==> src/mpg_pkg.sv <==
// shared types and constants of the prim maze generator
package mpg_pkg;

    localparam int RND_W   = 16;
    localparam int COORD_W = 6;
    localparam int SIDE_W  = 7;
    localparam int LEFT_W  = 11;
    localparam int MIN_SIDE = 5;

    // grid store side and frontier list depth, tied to the port widths
    localparam int MAX_SIDE       = 64;
    localparam int FRONTIER_DEPTH = 1024;

    typedef enum logic [1:0] {
        OP_START = 2'd0,
        OP_STEP  = 2'd1,
        OP_READ  = 2'd2,
        OP_NOP   = 2'd3
    } t_opcode;

    localparam logic [1:0] CELL_WALL      = 2'd0;
    localparam logic [1:0] CELL_UNVISITED = 2'd1;
    localparam logic [1:0] CELL_OPEN      = 2'd2;
    localparam logic [1:0] CELL_FRONTIER  = 2'd3;

    // commands from controller to datapath
    typedef struct packed {
        logic capture;
        logic sweep_init;
        logic sweep_en;
        logic div_go;
        logic rd_idx;
        logic rd_last;
        logic move;
        logic dir_clr;
        logic dir_inc;
        logic wall_wr;
        logic cell_wr;
        logic push_wr;
        logic rd_cell;
    } t_dp_cmd;

    // status from datapath to controller
    typedef struct packed {
        logic sweep_last;
        logic div_done;
        logic cnt_zero;
        logic full;
        logic nb_in_range;
        logic nb_open;
        logic nb_unvis;
        logic dir_last;
    } t_dp_sts;

endpackage

==> src/mpg_ctrl.sv <==
// controller state machine sequencing each transaction
module mpg_ctrl (
    input  logic             i_clk,
    input  logic             i_rst_n,
    input  logic             start,
    input  logic [1:0]       i_opcode,
    input  mpg_pkg::t_dp_sts i_sts,
    output mpg_pkg::t_dp_cmd o_cmd,
    output logic             busy,
    output logic             o_result_strobe
);
    import mpg_pkg::*;

    typedef enum logic [12:0] {
        S_IDLE  = 13'b0000000000001,
        S_CLEAR = 13'b0000000000010,
        S_DIV   = 13'b0000000000100,
        S_RDI   = 13'b0000000001000,
        S_RDL   = 13'b0000000010000,
        S_MOV   = 13'b0000000100000,
        S_CKR   = 13'b0000001000000,
        S_CKE   = 13'b0000010000000,
        S_OPN   = 13'b0000100000000,
        S_PSR   = 13'b0001000000000,
        S_PSE   = 13'b0010000000000,
        S_RDC   = 13'b0100000000000,
        S_DONE  = 13'b1000000000000
    } t_state;

    t_state r_state, n_state;
    logic   accept;

    assign accept = start && !busy;

    always_ff @(posedge i_clk) begin
        if (!i_rst_n) begin
            r_state <= S_IDLE;
        end else begin
            r_state <= n_state;
        end
    end

    // next state and datapath commands
    always_comb begin
        n_state = r_state;
        o_cmd   = '0;
        unique case (r_state)
            S_IDLE: begin
                if (accept) begin
                    o_cmd.capture = 1'b1;
                    unique case (t_opcode'(i_opcode))
                        OP_START: begin
                            o_cmd.sweep_init = 1'b1;
                            n_state = S_CLEAR;
                        end
                        OP_STEP: begin
                            if (i_sts.cnt_zero) begin
                                n_state = S_DONE;
                            end else begin
                                o_cmd.div_go = 1'b1;
                                n_state = S_DIV;
                            end
                        end
                        OP_READ: n_state = S_RDC;
                        default: n_state = S_DONE;
                    endcase
                end
            end
            S_CLEAR: begin
                o_cmd.sweep_en = 1'b1;
                if (i_sts.sweep_last) begin
                    n_state = S_DONE;
                end
            end
            S_DIV: begin
                if (i_sts.div_done) begin
                    n_state = S_RDI;
                end
            end
            S_RDI: begin
                o_cmd.rd_idx = 1'b1;
                n_state = S_RDL;
            end
            S_RDL: begin
                o_cmd.rd_last = 1'b1;
                n_state = S_MOV;
            end
            S_MOV: begin
                o_cmd.move    = 1'b1;
                o_cmd.dir_clr = 1'b1;
                n_state = S_CKR;
            end
            S_CKR: begin
                if (i_sts.nb_in_range) begin
                    n_state = S_CKE;
                end else if (i_sts.dir_last) begin
                    n_state = S_OPN;
                end else begin
                    o_cmd.dir_inc = 1'b1;
                end
            end
            S_CKE: begin
                if (i_sts.nb_open) begin
                    o_cmd.wall_wr = 1'b1;
                    n_state = S_OPN;
                end else if (i_sts.dir_last) begin
                    n_state = S_OPN;
                end else begin
                    o_cmd.dir_inc = 1'b1;
                    n_state = S_CKR;
                end
            end
            S_OPN: begin
                o_cmd.cell_wr = 1'b1;
                o_cmd.dir_clr = 1'b1;
                n_state = S_PSR;
            end
            S_PSR: begin
                if (i_sts.nb_in_range) begin
                    n_state = S_PSE;
                end else if (i_sts.dir_last) begin
                    n_state = S_DONE;
                end else begin
                    o_cmd.dir_inc = 1'b1;
                end
            end
            S_PSE: begin
                o_cmd.push_wr = i_sts.nb_unvis && !i_sts.full;
                if (i_sts.dir_last) begin
                    n_state = S_DONE;
                end else begin
                    o_cmd.dir_inc = 1'b1;
                    n_state = S_PSR;
                end
            end
            S_RDC: begin
                o_cmd.rd_cell = 1'b1;
                n_state = S_DONE;
            end
            S_DONE: begin
                n_state = S_IDLE;
            end
            default: begin
                n_state = S_IDLE;
            end
        endcase
    end

    assign busy            = (r_state != S_IDLE);
    assign o_result_strobe = (r_state == S_DONE);

    // checks
    a_accept_busy: assert property (@(posedge i_clk) disable iff (!i_rst_n)
        accept |=> busy)
        else $error("accepted transaction did not raise busy");
    a_strobe_idle: assert property (@(posedge i_clk) disable iff (!i_rst_n)
        o_result_strobe |=> !busy)
        else $error("controller not idle after result");
    a_push_room: assert property (@(posedge i_clk) disable iff (!i_rst_n)
        o_cmd.push_wr |-> !i_sts.full)
        else $error("frontier push while list full");
    a_wall_once: assert property (@(posedge i_clk) disable iff (!i_rst_n)
        o_cmd.wall_wr |=> o_cmd.cell_wr)
        else $error("wall opened without opening the cell");

endmodule

==> config.mk <==
export PLATFORM = sky130hd
export DESIGN_NAME = mpg_ctrl
export DESIGN_NICKNAME = d
export VERILOG_FILES = /design/src/mpg_pkg.sv /design/src/mpg_ctrl.sv
export SDC_FILE = /design/constraint.sdc
export NUM_CORES = 1
export LEC_CHECK = 0
export ABC_AREA = 1
export BUFFER_PORTS_ARGS = -buffer_cell sky130_fd_sc_hd__buf_2
export CAP_MARGIN = 20
export CORE_MARGIN = 2
export CORE_UTILIZATION = 47
export CTS_CLUSTER_DIAMETER = 120
export DETAILED_ROUTE_END_ITERATION = 12
export GPL_ROUTABILITY_DRIVEN = 0
export PLACE_DENSITY = 0.75
export SYNTH_ARGS = -nofsm -noshare
export SYNTH_HDL_FRONTEND = slang
export SYNTH_SLANG_ARGS = --single-unit
export TNS_END_PERCENT = 50
==> constraint.sdc <==
create_clock -name i_clk -period 1.35 [get_ports i_clk]
set_clock_uncertainty 0.2 [all_clocks]
set_input_delay 0.0675 -clock i_clk [delete_from_list [all_inputs] [get_ports i_clk]]
set_output_delay 0.0675 -clock i_clk [all_outputs]
set_load 0.01 [all_outputs]
[Word-level counts from Yosys, hierarchy flattened]
Index checks and enable logic that the tools add are counted.
Widths: inputs -> output; s select.
Word-level totals
  register bits: 13
  logic and storage cells: 64
  input port bits: 13
  output and inout port bits: 15
Operators by class
  mux-type cells: 34
  reduce and logical (&&, ||, !) cells: 8
  equal/unequal tests: 21
Operators with widths (count)
  $pmux 13 s12: 1
  $mux 13: 10
  $pmux 13 s3: 1
  $mux 1: 18
  $eq 13x1->1 const B: 1
  $eq 13x10->1 const B: 1
  $eq 13x11->1 const B: 1
  $eq 13x12->1 const B: 1
  $eq 13x13->1 const B: 1
  $eq 13x2->1 const B: 1
  $eq 13x3->1 const B: 1
  $eq 13x4->1 const B: 1
  $eq 13x5->1 const B: 1
  $eq 13x6->1 const B: 1
  $eq 13x7->1 const B: 1
  $eq 13x8->1 const B: 1
  $eq 13x9->1 const B: 1
  $ne 13x1->1 const B: 1
  $mux 9: 1
  $ne 2x2->1 const B: 3
  $ne 3x3->1 const B: 2
  $reduce_and 5->1: 1
  $mux 2: 2
  $reduce_or 2->1: 2
  other kinds (6): 8

[Depth between registers and ports, before layout]
Gate-level depths: netlist of the first run.
  word-level depth: 5
  gate-level depth with buffers: 11
  mapped depth without buffers: 11

[Worst setup path before layout of the first run]
Ideal clock, no wire load.
  path kind: register -> register
  start: register r_state[9]
  end: register r_state[0]
  setup time: 0.113 ns
  slack: -0.129 ns
  period minus slack after synthesis: 1.479 ns
  buffers on the path: 0
  cell stages (with the launch flop): 9
  arrival time: 1.166 ns
  data required time: 1.037 ns
  cells stage by stage: dfxtp_1 nor2_4 nand3_2 nor2_4 nand4_1 nand2_1 nor2_1 nand3_1 nand2_1
On the way
  longest elaborated chain between the ends: 5
  elaborated cells between the ends (all ways): 22
  classes of those cells: eq/ne: 18; mux: 1; reduce/logical: 3
Ends and longest elaborated chain
  from (decl): RTL line mpg_ctrl.sv:30  | t_state r_state, n_state;
  from (signal assigned): RTL line mpg_ctrl.sv:39  | r_state <= n_state;
  $ne 13x1->1: RTL line mpg_ctrl.sv:149  | assign busy = (r_state != S_IDLE);
  $logic_not 1->1: RTL line mpg_ctrl.sv:33  | assign accept = start && !busy;
  $logic_and 1x1->1: RTL line mpg_ctrl.sv:33
  $ne 2x2->1 (no source line)
  $reduce_and 5->1 (no source line)
Several ways; a longest one is shown, not always the timed one.
A chain may end at the register's enable or synchronous reset.

==> flow_summary.ini, run 1 <==
[synth]
syn_nets = 179
synthCells = 166
synth_seq_cells = 13
synth_sequential_area_ratio = 0.2436
synth_simple_gate_area_frac = 0.5913
area_share_of_xor_xnor_cells_in_the_synthesized_design = 0
synthFlopType = sky130_fd_sc_hd__dfxtp_1
synth_area_per_cell_sq_um = 6.437
distinct_cell_type_count_of_the_synthesized_netlist = 22
mappedNetlistArea_sq_mm = 0.001069
synth_fa_ha_area_frac = 0
synthArstFlopShare = 0
synth_enable_flop_cells = 0
synth_compound_gate_area_share = 0.01874
synth.mux.area_fraction = 0
synth_top_family_by_area = simple AND/OR/NAND/NOR gates
ys_warn_count = 0

[detailed_routing]
via_density_per_instance = 5.091
drt.antenna.violating_nets = 0
wire_per_inst_um = 14.64
detailedRoute.firstIterationViolations = 40
firstDrtPassIters = 4
drt_drc_violations_left = 0
dr_total_vias = 1339
postRouteWirelength_um = 3851

[global_route]
grt-ovfl-total = 0
global_route.usage.total = 0.2893
maximum_number_of_pins_on_one_net_before_global_route_repair = 13
grt_pass1_wl_um = 5623
grt_antenna_before_repair = 0
first_global_vias = 1323

[timing]
holdWs_ps = -0.8360
finalSetupViolations = 28
finalSetupTns_ps = -10500
fin_crit_ps = 1873
slew_viol_final = 0
share_of_the_clock_period_used_by_the_worst_path = 1.388
finalWorstSetupSlack_ps = -523.2
slew-limit-headroom = 0.8182
achievable-frequency_ghz = 0.5339
worst-slew-pin-transition_ps = 271.7
hold_violation_total_from_the_final_report = 2
rsz_0062_raised_after_global_routing = true

[critical_path]
cpMaxStageDelayCell = sky130_fd_sc_hd__dfxtp_2
cpMostUsedCell = sky130_fd_sc_hd__nor2_4
crit_path_launch_type = register
worst_setup_path_startpoint = r_state[9]
timing.critical_path.cells = nor2_4 > nand3_2 > nor2_4 > buf_4 > nand2_2 > nor2_1 > buf_2
max_stage_delay_ps = 340
end_kind = output port
worst_ep_required_time_ps = 1080
reg2reg_depth = 12
path_class = register to output port
worstReg2RegStart = r_state[3]
crit_path_max_fanout = 5
cp.arrival_ps = 1610

[clocking]
cts_buffer_depth = 2
htreeDepth = 1
worst_skew_pair_latency_ps = 300
clock_sink_count = 13
cts_inserted_buffers = 3
clock-root-buffer = sky130_fd_sc_hd__clkbuf_4
clk_pin_slew_worst_paths_ps = 100
clock_tree_from_tritoncts = built

[status]
run_status = complete, but fails checks
failed_checks = hold timing, setup timing

[finish]
largest_register_ffs = 13
layout_top_registers = r_state x13
finish.utilization = 0.8018
fin_nets = 249
final_cell_mix = sky130_fd_sc_hd__inv_1, sky130_fd_sc_hd__buf_4, sky130_fd_sc_hd__buf_2
finalNonFillerCells = 263
layout.cell_area.non_filler_sq_mm = 0.001757
fraction_of_layout_instances_using_a_drive_strength_above_1 = 0.5702
most_common_library_cell_in_the_layout_ignoring_fill_and_taps = sky130_fd_sc_hd__inv_1
syn2layout_area_growth_pct = 64.40
antennaDiodeCount = 0
largest-register = r_state

[power_and_ir_drop]
power.leakage_nw = 1.026
post-layout-total-power_mw = 3.514
peakVddDrop_v = 0.001850
pwr_density_cell_mw_per_mm2 = 2000

[die]
chipHeight_um = 51.68
area_of_the_die_sq_mm = 0.002671
die-width_um = 51.68
floorplan.io_pins = 28
placementRows = 17
coreArea_sq_mm = 0.002191
start_util = 0.4877

[placed_design]
placed_cell_area_sq_mm = 0.001398
port_buffers = 27
placed_instance_count = 235
placement.setup.worst_slack_ps = -252.9
dp_hpwl_um = 2313

[min_path]
timing.hold.worst.class = input pin to register
holdCritStartpoint = i_opcode[0]
whs_path_depth = 5

[run]
cap_viol_max_count = 0
[synthesized netlist by cell type, types with 2 or more instances]
master                    instances  area share
sky130_fd_sc_hd__inv_1           35        0.12
sky130_fd_sc_hd__nor2_1          29        0.10
sky130_fd_sc_hd__nand2_1         25       0.088
sky130_fd_sc_hd__nand3_1         17       0.080
sky130_fd_sc_hd__dfxtp_1         13        0.24
sky130_fd_sc_hd__nor2_2           9       0.053
sky130_fd_sc_hd__nand2_4          7       0.074
sky130_fd_sc_hd__nand3_2          5       0.047
sky130_fd_sc_hd__nor2_4           5       0.053
sky130_fd_sc_hd__nand4_1          4       0.023
sky130_fd_sc_hd__nand2_2          3       0.018
sky130_fd_sc_hd__nor3_1           3       0.014
sky130_fd_sc_hd__inv_2            2      0.0070
[worst paths after layout]
kind | end | slack, ps
max | o_cmd[3] | -520
min reg2reg | r_state[1] | 360
max reg2reg | r_state[6] | -380
min | r_state[11] | -0.8
[power by group]
group	internal [mW]	switching [mW]
combinational	1.21	1.44
clock	0.115	0.159
sequential	0.493	0.103
total	1.81	1.70
[worst max-delay path: cells and delay by family, from the launching register on]
family | cells | cell delay, ps
DFF | 1 | 340
and+or+nand+nor | 5 | 670
buffers and inverters | 2 | 300
[cell families after synthesis]
| kind of cell | Yosys count |
|---|---|
| and+or+nand+nor | 111 |
| AOI/OAI and AO/OA | 3 |
| buffers and inverters | 39 |
| DFF | 13 |
[layout make-up]
cell class,instances,area [sq um]
multi-input cells,114,793.3
repair buffers,66,479.2
fillers,142,434.2
flip-flops and latches,13,277.8
inverters,38,145.1
well taps,28,35.03
clock buffers,4,26.28
[timing repair]
action,4_1_cts,5_1_grt
setup endpoints to repair,27,28
setup buffers,15,6
gates resized for setup,31,9
endpoints found under the hold margin,13,0
hold buffers,3,0
pin swaps,18,6
[metal layers]
metal	track usage	up-vias	part of all wire
li1	-	644	-
met1	0.3091	614	0.36
met2	0.5342	58	0.54
met3	0.04023	23	0.046
met4	0.1711	0	0.054
met5	0	-	0
Power figures use the tool's default switching activity.
==> run 2, diff against run 1 <==
Settings changed: GPL_ROUTABILITY_DRIVEN 0 to not set, SKIP_LAST_GASP set to 1.
==> run 2 against run 1 <==
The flow still finishes with violations (hold timing, setup timing). Setup slack worse by 15 ps. Final cell count shrank 1.9%. Die area unchanged. Core utilization fell by 4.6 points. Worst hold slack worse by 11 ps. Maximum frequency decreased by 0.82%. Register-to-register slack got worse by 40 ps. Critical path depth is 1 higher. Critical endpoint is now o_cmd[0].
==> flow_summary.ini, run 2 (synthesized netlist as in run 1, its figures left out) <==
[status]
run_status = complete, but fails checks
failed_checks = hold timing, setup timing

[die]
placementRows = 17
coreArea_sq_mm = 0.002191
chipHeight_um = 51.68
floorplan.io_pins = 28
die-width_um = 51.68
start_util = 0.4877
area_of_the_die_sq_mm = 0.002671

[critical_path]
path_class = register to output port
r2r_setup_slack_ps = -420
reg2reg_depth = 11
worst_ep_required_time_ps = 1080
cp.arrival_ps = 1620
crit_path_max_fanout = 5
end_kind = output port
crit_path_launch_type = register
worstReg2RegStart = r_state[11]
reg2reg_to = r_state[9]

[finish]
finish.utilization = 0.7556
fin_nets = 244
antennaDiodeCount = 0
multi_input_area_sq_um = 762.0
largest-register = r_state
layout_top_registers = r_state x13
n_fill_cell = 165
finalNonFillerCells = 258
syn2layout_area_growth_pct = 54.92
fraction_of_layout_instances_using_a_drive_strength_above_1 = 0.5261
largest_register_ffs = 13
regArea_sq_um = 271.5
final_cell_mix = sky130_fd_sc_hd__inv_1, sky130_fd_sc_hd__buf_2, sky130_fd_sc_hd__buf_4
most_common_library_cell_in_the_layout_ignoring_fill_and_taps = sky130_fd_sc_hd__inv_1

[global_route]
met3_track_usage_gr = 0.05460
maximum_number_of_pins_on_one_net_before_global_route_repair = 13
grt-ovfl-total = 0
grt_most_used_layer = met2
met2_usage = 0.6090
grt_antenna_before_repair = 0
first_global_vias = 1436
grt_pass1_wl_um = 5996
global_route.usage.total = 0.3012
met1_usage = 0.2908

[detailed_routing]
wire_per_inst_um = 14.11
detailedRoute.firstIterationViolations = 53
postRouteWirelength_um = 3640
drt_drc_violations_left = 0
dr_total_vias = 1362
firstDrtPassIters = 4
via_density_per_instance = 5.279
drt.antenna.violating_nets = 0

[timing]
worst-slew-pin-transition_ps = 270.1
hold_violation_total_from_the_final_report = 1
finalSetupViolations = 27
holdWs_ps = -11.48
fin_crit_ps = 1889
share_of_the_clock_period_used_by_the_worst_path = 1.399
finalSetupTns_ps = -11230
finalWorstSetupSlack_ps = -538.6
slew-limit-headroom = 0.8189
slew_viol_final = 0
achievable-frequency_ghz = 0.5295
rsz_0062_raised_after_global_routing = true

[clocking]
worst_skew_pair_latency_ps = 290
htreeDepth = 1
clock-root-buffer = sky130_fd_sc_hd__clkbuf_4
clk_pin_slew_worst_paths_ps = 90
clock_sink_count = 13
clock_tree_from_tritoncts = built
cts_inserted_buffers = 3
cts_buffer_depth = 2

[power_and_ir_drop]
power.leakage_nw = 0.9862
peakVddDrop_v = 0.001718
post-layout-total-power_mw = 3.361
pwr_density_cell_mw_per_mm2 = 2030

[placed_design]
dp_hpwl_um = 2290
placement.setup.worst_slack_ps = -255.8
placed_instance_count = 236
port_buffers = 27
gpl.final_weighted_congestion = 0.8229

[run]
cap_viol_max_count = 0

[min_path]
holdCritStartpoint = i_opcode[0]
whs_path_depth = 5
worstHoldEndpoint = r_state[11]
timing.hold.worst.class = input pin to register
[run 2: cell count changes in the layout (fill, tap and decap cells not counted), moves of 2 or more]
| cell | previous run | this run |
|---|---|---|
| sky130_fd_sc_hd__nor3_2 | 3 | 1 |
| sky130_fd_sc_hd__nor3_1 | 1 | 3 |
| sky130_fd_sc_hd__inv_2 | 4 | 2 |
| sky130_fd_sc_hd__buf_2 | 23 | 27 |
| sky130_fd_sc_hd__buf_4 | 31 | 27 |
| sky130_fd_sc_hd__buf_6 | 9 | 4 |
| sky130_fd_sc_hd__dfxtp_2 | 11 | 9 |
| sky130_fd_sc_hd__nand3_1 | 14 | 16 |
| sky130_fd_sc_hd__dfxtp_1 | 1 | 4 |
[run 2: area by class of cell]
cell class              count  area share
clock buffers               4     0.01587
inverters                  38     0.08919
multi-input cells         114      0.4603
flip-flops and latches     13      0.1640
well taps                  28     0.02116
repair buffers             61      0.2494
[run 2: worst max path at each step]
stage | from | to | slack [ps] | cells past startpoint
2_1_floorplan | r_state[3] | r_state[1] | -100 | 8
3_3_place_gp | r_state[3] | r_state[2] | -210 | 8
3_5_place_dp | r_state[2] | r_state[2] | -260 | 8
4_1_cts | r_state[7] | o_cmd[0] | -480 | 8
5_1_grt | r_state[2] | o_cmd[0] | -590 | 8
6_report | r_state[2] | o_cmd[0] | -540 | 8
[run 2: worst max-delay path: stages, from the launching register on]
cell and delay (ps):
sky130_fd_sc_hd__dfxtp_2 350, sky130_fd_sc_hd__nor2_4 170, sky130_fd_sc_hd__nand2_4 90, sky130_fd_sc_hd__nor2_4 220, sky130_fd_sc_hd__buf_6 130, sky130_fd_sc_hd__inv_4 30, sky130_fd_sc_hd__buf_6 100, sky130_fd_sc_hd__nor2_2 100
sky130_fd_sc_hd__buf_2 140
[run 2: metrics by stage]
| step | hold WS (ps) | cell area, sq um |
|---|---|---|
| 2_1_floorplan | -14.70 | 1126 |
| 3_3_place_gp | 127.6 | 1405 |
| 3_5_place_dp | 127.2 | 1405 |
| 4_1_cts | -8.095 | 1638 |
| 5_1_grt | 30.21 | 1655 |
| 6_report | -11.48 | 1655 |
[run 2: what timing repair did]
item | in CTS | in global routing
pin swaps | 11 | 6
gates resized for setup | 20 | 6
buffers inserted | 15 | 0
endpoints found under the hold margin | 13 | 0
setup endpoints to repair | 27 | 28
hold buffers | 3 | 0
[run 2: layer usage]
layer  wire (um)  part of all wire
met4         157             0.043
met2        1981              0.54
met1        1268              0.35
met5           0                 0
met3         234             0.064
[run 2: where the power goes]
part           internal, mW  switching [mW]
clock network         0.115           0.148
registers             0.485           0.106
logic                  1.11            1.39
